## config.mk

```make
export PLATFORM = sky130hd
export DESIGN_NAME = fp8_fp32_converter_flat
export DESIGN_NICKNAME = d
export VERILOG_FILES = /design/src/rtl/core/f8c_pkg.sv /design/src/rtl/core/f8c_stream_if.sv /design/src/rtl/core/fp8_fp32_converter.sv /design/src/rtl/core/f8c_regs.sv /design/src/flat_wrapper.sv
export SDC_FILE = /design/constraint.sdc
export NUM_CORES = 1
export LEC_CHECK = 0
export ABC_AREA = 1
export BUFFER_PORTS_ARGS = -buffer_cell sky130_fd_sc_hd__buf_2
export CORE_MARGIN = 1.5
export CORE_UTILIZATION = 60
export CTS_CLUSTER_DIAMETER = 80
export CTS_CLUSTER_SIZE = 16
export DETAILED_ROUTE_END_ITERATION = 6
export PLACE_DENSITY = 0.85
export SLEW_MARGIN = 40
export SYNTH_ARGS = -nofsm -noshare
export SYNTH_HDL_FRONTEND = slang
export SYNTH_HIERARCHICAL = 1
export SYNTH_SLANG_ARGS = --single-unit
```

## constraint.sdc

```tcl
create_clock -name clock -period 8.56 [get_ports clock]
set_input_delay 0.856 -clock clock [delete_from_list [all_inputs] [get_ports clock]]
set_output_delay 0.856 -clock clock [all_outputs]
set_load 0.01 [all_outputs]
```

## src/rtl/core/f8c_pkg.sv

```systemverilog
// Shared types, constants and conversion helpers for the FP8/FP32 converter.
package f8c_pkg;

   localparam int unsigned WordWidth = 32;
   localparam int unsigned AddrWidth = 3;

   localparam logic [AddrWidth-1:0] RegFormat    = 3'd0;
   localparam logic [AddrWidth-1:0] RegDirection = 3'd4;

   localparam logic [30:0] E4m3MaxBits = 31'h43E00000;
   localparam logic [30:0] E5m2MaxBits = 31'h47600000;
   localparam logic [6:0]  E4m3MaxCode = 7'h7E;
   localparam logic [6:0]  E5m2MaxCode = 7'h7B;

   typedef struct packed {
      logic fmt;   // 1 = E5M2
      logic dir;   // 1 = encode
   } mode_type;

   // Stage 1 -> stage 2 payload for the encode path.
   typedef struct packed {
      logic        sign;
      logic        sat;
      logic        zero;
      logic [23:0] sig;
      logic [4:0]  sh;     // right shift, 20..31 or beyond (flagged by zero)
      logic [4:0]  ecode;  // biased exponent base (t + bias - 1)
   } enc_type;

   // Exact decode of an FP8 code into an FP32 pattern.
   function automatic logic [31:0] decode_fp8(input logic [7:0] code, input logic fmt);
      logic [6:0]  mag;
      logic [4:0]  e;
      logic [2:0]  f;
      logic [7:0]  fe;
      logic [22:0] frac;
      logic [31:0] out;
      mag  = code[6:0];
      e    = fmt ? mag[6:2] : {1'b0, mag[6:3]};
      f    = fmt ? {1'b0, mag[1:0]} : mag[2:0];
      fe   = '0;
      frac = '0;
      if (e != 5'd0) begin
         fe   = 8'(e) + (fmt ? 8'd112 : 8'd120);
         frac = fmt ? {f[1:0], 21'd0} : {f, 20'd0};
      end else if (f != 3'd0) begin
         // Subnormal: normalise on the leading set bit of the fraction.
         if (f[2]) begin
            fe   = 8'd120;
            frac = {f[1:0], 21'd0};
         end else if (f[1]) begin
            fe   = fmt ? 8'd112 : 8'd119;
            frac = {f[0], 22'd0};
         end else begin
            fe   = fmt ? 8'd111 : 8'd118;
            frac = '0;
         end
      end
      out = {code[7], fe, frac};
      return out;
   endfunction

endpackage

```

## src/rtl/core/f8c_stream_if.sv

```systemverilog
// Valid/ready stream interface carrying one 32-bit word.
interface f8c_stream_if;
   logic        valid;
   logic        ready;
   logic [31:0] bits;
   modport source (output valid, output bits, input ready);
   modport sink   (input valid, input bits, output ready);
endinterface

```

## src/rtl/core/fp8_fp32_converter.sv

```systemverilog
// Top level of the FP8 <-> FP32 converter: three-stage pipeline.
//
//  channel | direction | handshake          | payload
//  req     | in        | valid/ready        | value_bits [31:0]
//  rsp     | out       | valid/ready        | result_bits [31:0]
//  csr     | in        | APB write/read     | format_select, direction
//
// One word per cycle sustained while the output is not stalled; the stages are
// classify, round and pack. Each stage holds its word while the next is full and stalled;
// a stage advances when it is empty or its successor takes its word.
// Reset is synchronous and clears only the valid bits and the configuration registers.
module fp8_fp32_converter (
   input  logic                          clock,
   input  logic                          reset,
   f8c_stream_if.sink                    req,
   f8c_stream_if.source                  rsp,
   input  logic                          csr_psel,
   input  logic                          csr_penable,
   input  logic                          csr_pwrite,
   input  logic [f8c_pkg::AddrWidth-1:0] csr_paddr,
   input  logic [31:0]                   csr_pwdata,
   output logic [31:0]                   csr_prdata,
   output logic                          csr_pready
);
   import f8c_pkg::*;

   mode_type mode;

   f8c_regs u_regs (
      .clock, .reset, .csr_psel, .csr_penable, .csr_pwrite, .csr_paddr,
      .csr_pwdata, .csr_prdata, .csr_pready, .mode
   );

   // Valid bits of the three stages; advance signals.
   logic v1_ff, v2_ff, v3_ff;
   logic adv1, adv2, adv3;
   assign adv3 = !v3_ff || rsp.ready;
   assign adv2 = !v2_ff || adv3;
   assign adv1 = !v1_ff || adv2;
   assign req.ready = adv1;

   // Stage 1: classify the word.
   logic        dir1_ff;
   logic [31:0] dec1_ff;
   enc_type     enc1_ff, enc1_in;

   always_comb begin
      logic [30:0] a;
      logic [30:0] mx;
      logic [7:0]  ebits;
      logic [8:0]  tb;   // t + 127
      logic [8:0]  lim;
      logic [9:0]  shw;
      a     = req.bits[30:0];
      ebits = a[30:23];
      mx    = mode.fmt ? E5m2MaxBits : E4m3MaxBits;
      lim   = mode.fmt ? 9'd113 : 9'd121;   // 1 - bias + 127
      tb    = ({1'b0, ebits} > lim) ? {1'b0, ebits} : lim;
      // sh = 23 + t - e - mbits
      shw   = 10'(tb) + 10'd23 - 10'(ebits) - (mode.fmt ? 10'd2 : 10'd3);
      enc1_in.sign  = req.bits[31];
      enc1_in.sat   = a > mx;
      enc1_in.zero  = (ebits == 8'd0) || (shw > 10'd31);
      enc1_in.sig   = {1'b1, a[22:0]};
      enc1_in.sh    = shw[4:0];
      enc1_in.ecode = 5'(tb - 9'd127 + (mode.fmt ? 9'd14 : 9'd6));
   end

   always_ff @(posedge clock) begin
      if (reset) v1_ff <= 1'b0;
      else if (adv1) v1_ff <= req.valid;
      if (adv1 && req.valid) begin
         dir1_ff <= mode.dir;
         dec1_ff <= decode_fp8(req.bits[7:0], mode.fmt);
         enc1_ff <= enc1_in;
      end
   end

   // Stage 2: shift and round to nearest even.
   logic        dir2_ff, fmt2_ff, sign2_ff, sat2_ff, zero2_ff;
   logic [31:0] dec2_ff;
   logic [4:0]  ecode2_ff;
   logic [23:0] rnd2_ff, rnd2_in;
   logic        fmt1_ff;

   always_ff @(posedge clock) begin
      if (adv1 && req.valid) fmt1_ff <= mode.fmt;
   end

   // Keep the remainder and the half point at full width: for large shifts
   // the half point lies above every 24-bit significand.
   always_comb begin
      logic [23:0] lower;
      logic [31:0] rem, half, mask;
      lower   = enc1_ff.sig >> enc1_ff.sh;
      mask    = (32'd1 << enc1_ff.sh) - 32'd1;
      rem     = {8'd0, enc1_ff.sig} & mask;
      half    = 32'd1 << (enc1_ff.sh - 5'd1);
      rnd2_in = lower;
      if (rem > half || (rem == half && lower[0])) rnd2_in = lower + 24'd1;
   end

   always_ff @(posedge clock) begin
      if (reset) v2_ff <= 1'b0;
      else if (adv2) v2_ff <= v1_ff;
      if (adv2 && v1_ff) begin
         dir2_ff   <= dir1_ff;
         fmt2_ff   <= fmt1_ff;
         dec2_ff   <= dec1_ff;
         sign2_ff  <= enc1_ff.sign;
         sat2_ff   <= enc1_ff.sat;
         zero2_ff  <= enc1_ff.zero;
         ecode2_ff <= enc1_ff.ecode;
         rnd2_ff   <= rnd2_in;
      end
   end

   // Stage 3: pack the code and pick the direction.
   logic [31:0] out3_ff, out3_in;
   always_comb begin
      logic [6:0] code;
      if (sat2_ff)       code = fmt2_ff ? E5m2MaxCode : E4m3MaxCode;
      else if (zero2_ff) code = '0;
      else               code = fmt2_ff ? 7'({ecode2_ff, 2'b00} + 7'(rnd2_ff))
                                        : 7'({ecode2_ff[3:0], 3'b000} + 7'(rnd2_ff));
      out3_in = dir2_ff ? {24'd0, sign2_ff, code} : dec2_ff;
   end

   always_ff @(posedge clock) begin
      if (reset) v3_ff <= 1'b0;
      else if (adv3) v3_ff <= v2_ff;
      if (adv3 && v2_ff) out3_ff <= out3_in;
   end

   assign rsp.valid = v3_ff;
   assign rsp.bits  = out3_ff;

   // A word held at the output must not change while stalled.
   a_hold: assert property (@(posedge clock) disable iff (reset)
      v3_ff && !rsp.ready |=> v3_ff && $stable(out3_ff)) else $error("output lost");
   // A full stage behind a stalled full stage stays full.
   a_v2: assert property (@(posedge clock) disable iff (reset)
      v2_ff && v3_ff && !rsp.ready |=> v2_ff) else $error("stage 2 dropped");
   // Encode results keep bits 31..8 clear.
   a_enc: assert property (@(posedge clock) disable iff (reset)
      v3_ff && $past(adv3) && $past(v2_ff) && $past(dir2_ff) |-> out3_ff[31:8] == 24'd0)
      else $error("encode upper bits");
endmodule

```

## src/rtl/core/f8c_regs.sv

```systemverilog
// Configuration register file behind the APB-style port.
module f8c_regs (
   input  logic                        clock,
   input  logic                        reset,
   input  logic                        csr_psel,
   input  logic                        csr_penable,
   input  logic                        csr_pwrite,
   input  logic [f8c_pkg::AddrWidth-1:0] csr_paddr,
   input  logic [31:0]                 csr_pwdata,
   output logic [31:0]                 csr_prdata,
   output logic                        csr_pready,
   output f8c_pkg::mode_type           mode
);
   import f8c_pkg::*;
   logic fmt_ff, dir_ff, wr;
   assign wr = csr_psel && csr_penable && csr_pwrite;
   always_ff @(posedge clock) begin
      if (reset) begin
         fmt_ff <= 1'b0;
         dir_ff <= 1'b0;
      end else if (wr) begin
         if (csr_paddr == RegFormat) fmt_ff <= csr_pwdata[0];
         if (csr_paddr == RegDirection) dir_ff <= csr_pwdata[0];
      end
   end
   assign csr_pready = 1'b1;
   always_comb begin
      csr_prdata = '0;
      if (csr_paddr == RegFormat) csr_prdata[0] = fmt_ff;
      else if (csr_paddr == RegDirection) csr_prdata[0] = dir_ff;
   end
   assign mode.fmt = fmt_ff;
   assign mode.dir = dir_ff;
endmodule

```

## src/flat_wrapper.sv

```systemverilog
// flat-port wrapper written by rule: the top's interface ports become plain ports
module fp8_fp32_converter_flat import f8c_pkg::*;
  (clock, reset, csr_psel, csr_penable, csr_pwrite, csr_paddr, csr_pwdata, csr_prdata, csr_pready, req_valid, req_bits, req_ready, rsp_valid, rsp_bits, rsp_ready);
  f8c_stream_if req_i ();
  f8c_stream_if rsp_i ();
  input  logic clock;
  input  logic reset;
  input  logic csr_psel;
  input  logic csr_penable;
  input  logic csr_pwrite;
  input  logic [f8c_pkg::AddrWidth-1:0] csr_paddr;
  input  logic [31:0] csr_pwdata;
  output logic [31:0] csr_prdata;
  output logic csr_pready;
  input wire logic [$bits(req_i.valid)-1:0] req_valid;
  input wire logic [$bits(req_i.bits)-1:0] req_bits;
  output wire logic [$bits(req_i.ready)-1:0] req_ready;
  output wire logic [$bits(rsp_i.valid)-1:0] rsp_valid;
  output wire logic [$bits(rsp_i.bits)-1:0] rsp_bits;
  input wire logic [$bits(rsp_i.ready)-1:0] rsp_ready;
  assign req_i.valid = req_valid;
  assign req_i.bits = req_bits;
  assign req_ready = req_i.ready;
  assign rsp_valid = rsp_i.valid;
  assign rsp_bits = rsp_i.bits;
  assign rsp_i.ready = rsp_ready;
  fp8_fp32_converter u_core (.clock(clock), .reset(reset), .req(req_i), .rsp(rsp_i), .csr_psel(csr_psel), .csr_penable(csr_penable), .csr_pwrite(csr_pwrite), .csr_paddr(csr_paddr), .csr_pwdata(csr_pwdata), .csr_prdata(csr_prdata), .csr_pready(csr_pready));
endmodule
```

==> results.json <==
{
  "syn_to_final_growth_pct": 7.06,
  "cts_buffers": 9,
  "post-cts-setup-buffer-count": 0,
  "drc": 0,
  "ios": 141,
  "final-setup-viol-count": 0,
  "reg2reg_setup_slack_ps": 4080,
  "grt_pass1_vias": 5673,
  "hold_end": "u_core/sat2_ff$_DFFE_PP_",
  "dieArea_mm2": 0.0130,
  "fin_setup_tns_ps": 0,
  "reg2regPathDepth": 23,
  "yosysTopAreaCellShare_pct": 38.5,
  "ff_latch_area_mm2": 0.00295,
  "worstHoldStart": "u_core/enc1_ff[35]$_DFFE_PP_",
  "synth_edf_count": 95,
  "ys.flop_type": "edfxtp_1",
  "leakage_nw": 3.72,
  "root_buffer": "clkbuf_16",
  "placedCellCount": 1107,
  "htree_levels": 3,
  "via_count": 6326,
  "hold_viol_final": 0,
  "grt_pass1_wl_um": 27200,
  "skew_ps": 11.6,
  "wl_per_cell_um": 15.2,
  "path_delay_family": "simple AND/OR/NAND/NOR gates",
  "drv_slew": 0,
  "firstDrtPassIters": 7,
  "drt.antenna.violating_nets": 0,
  "min_period_ps": 4480,
  "crit_slowest_cell": "edfxtp_1",
  "worstSetupEndpointType": "flip-flop",
  "multi_input_area_mm2": 0.00373,
  "drive_gt1_share_pct": 13.3,
  "maxCapViolations": 0,
  "synth_cell_types": 50,
  "stdcell_count": 1123,
  "min_path_cells": 0,
  "portBuffers": 65,
  "clockBufferDepth": 2,
  "start_kind": "flip-flop",
  "antenna_found_initial": 0,
  "cpMostUsedCell": "nand2_1",
  "clkLatencyLatePin_ps": 340,
  "grt_max_degree": 49,
  "cp.required_ps": 8630,
  "cp-startpoint": "u_core/enc1_ff[7]$_DFFE_PP_",
  "routed_wl_um": 17100,
  "crit_path_max_incr_delay_ps": 860,
  "path_buf_inv": 3,
  "die_w_um": 114,
  "synth_warnings": 6,
  "start_util_pct": 61.7,
  "async_flop_share_pct": 0,
  "placementRows": 40,
  "tightest_slew_ps": 784,
  "max_clock_freq_mhz": 223,
  "overflow": 0,
  "synth_top_cell_by_area": "edfxtp_1",
  "holdBufCountCts": 0,
  "syn_area_per_cell_um2": 8.11,
  "die_h_um": 114,
  "rr_startpoint": "u_core/enc1_ff[7]$_DFFE_PP_",
  "cts_tree": "done",
  "coreArea_mm2": 0.0120,
  "syn-instance-count": 914,
  "clock-sinks": 100,
  "ys_ff_latch": 100,
  "diodes": 0,
  "vdd_drop_max_v": 0.000102,
  "hp-class": "flip-flop to flip-flop",
  "routed_via_density": 5.63,
  "cts.repair.resized": 0,
  "grt.total_usage_pct": 26.6,
  "reg2reg_to": "u_core/rnd2_ff[0]$_DFFE_PP_",
  "synthesis.area_mm2": 0.00741,
  "yosysSeqAreaShare_pct": 39.8,
  "nFillCells": 953,
  "p_per_area_mw_per_mm2": 182,
  "finalNetCount": 1104,
  "post-route-period-util_pct": 52.3,
  "path_class": "flip-flop to flip-flop",
  "place_congestion": 0.957,
  "clk_pin_slew_worst_paths_ps": 70,
  "crit_arrival_ps": 4550,
  "grt_setup_unrepaired": "no",
  "max-slew-margin-rel_pct": 47.7,
  "first_iter_violations": 894,
  "status": "completed",
  "cp_max_fo": 17,
  "hpwl_um": 13100,
  "crit_path_cell_trace": "inv_2 -> nand2_1 -> nor2_1 -> nand2_1 -> ha_1 -> nand2_2 -> nor2_4 -> inv_2 -> nor3_1 -> nand2_1 -> o21ai_0 -> a21oi_1 -> ha_1 -> nand2_1 -> nor2_1 -> nand4_1 -> inv_1 -> nand2_1 -> nand2_1 -> nand2_1 -> nand2_2 -> nand2_4 -> xor2_1",
  "p_total_mw": 1.45,
  "netlist_top_cells_area": "edfxtp_1 (38%), nand2_1 (11%), ha_1 (9.3%), nand3_1 (7.0%), inv_1 (5.3%)"
}
## placed cells by master, fill, tap and decap left out, types with 5 or more instances in the layout
cell type / instances
clkbuf_16: 9
o21ai_0: 21
nand2_2: 8
conb_1: 50
inv_2: 10
a21oi_1: 46
nand2_1: 212
nor2_2: 8
xor2_1: 11
inv_1: 102
xnor2_1: 5
nor4_1: 8
ha_1: 55
edfxtp_1: 95
buf_2: 65
nor2_1: 75
nor3_1: 7
nand4_1: 15
nand3_1: 104
dfxtp_1: 5
or2_2: 5
## layer usage
metal | wire length (um) | vias to the layer above | global-route usage [%]
met1 | 6790 | 2817 | 35.7
met4 | 486 | 0 | 7.58
met2 | 8160 | 387 | 44.7
li1 | - | 3070 | -
met5 | 0 | - | 0
met3 | 1630 | 52 | 4.55
## metrics by stage
| step | instance area, um^2 | util (%) | worst slack, ps | hold WS [ps] |
|---|---|---|---|---|
| floorplan | 7580 | - | 4810 | 400 |
| global placement | 7630 | 63.5 | 4280 | 400 |
| detailed placement | 7650 | 63.7 | 4170 | 405 |
| CTS | 7930 | 66.1 | 4160 | 416 |
| global route | 7930 | 66.1 | 3650 | 421 |
| finish | 7930 | 66.1 | 4080 | 416 |
## cells by family after synthesis
family / after synthesis / share of synthesized area [%]
AOI/OAI and AO/OA: 88 / 6.55
DFF: 100 / 39.8
muxes: 1 / 0.135
adders and majority gates: 59 / 10.4
other: 4 / 0.203
and+or+nand+nor: 463 / 28.7
buffers and inverters: 183 / 12.3
xor gates and xnor gates: 16 / 1.89
## area by class of cell
class / instances / share of cell area [%]
timing repair buffer: 68 / 4.43
sequential: 100 / 37.2
tap: 147 / 2.32
clock buffer: 10 / 2.89
inverter: 115 / 5.47
multi-input combinational: 677 / 47.0
clock inverter: 6 / 0.678
## sequential cells by signal, summed over array words and instances, names as in the netlist, 5 cells and up
signal	count
u_core/dec1_ff	10
u_core/dec2_ff	11
u_core/ecode2_ff	5
u_core/enc1_ff	36
u_core/rnd2_ff	7
u_core/rsp.bits	19
## cells in the mapped netlist, types with 7 or more instances
cell type,n
a21oi_1,47
buf_2,8
buf_4,51
edfxtp_1,95
ha_1,55
inv_1,104
inv_2,9
nand2_1,212
nand2_2,8
nand3_1,104
nand4_1,15
nor2_1,75
nor2_2,8
nor3_1,7
nor4_1,8
o21ai_0,21
xor2_1,11
## report_power, final
group	leakage (nW)	internal (mW)	switching, mW
logic	2.64	0.151	0.308
registers	0.953	0.579	0.0333
clock network	0.136	0.202	0.173
total	3.72	0.933	0.514
## worst max-delay path by stage
stage / to / cells after the start
2_1_floorplan: u_core/enc1_ff[34]$_DFFE_PP_ / 17
3_3_place_gp: u_core/rnd2_ff[0]$_DFFE_PP_ / 23
3_5_place_dp: u_core/enc1_ff[34]$_DFFE_PP_ / 17
4_1_cts: u_core/enc1_ff[34]$_DFFE_PP_ / 17
5_1_grt: u_core/enc1_ff[34]$_DFFE_PP_ / 17
6_report: u_core/rnd2_ff[0]$_DFFE_PP_ / 23
Power figures use the tool's default switching activity.
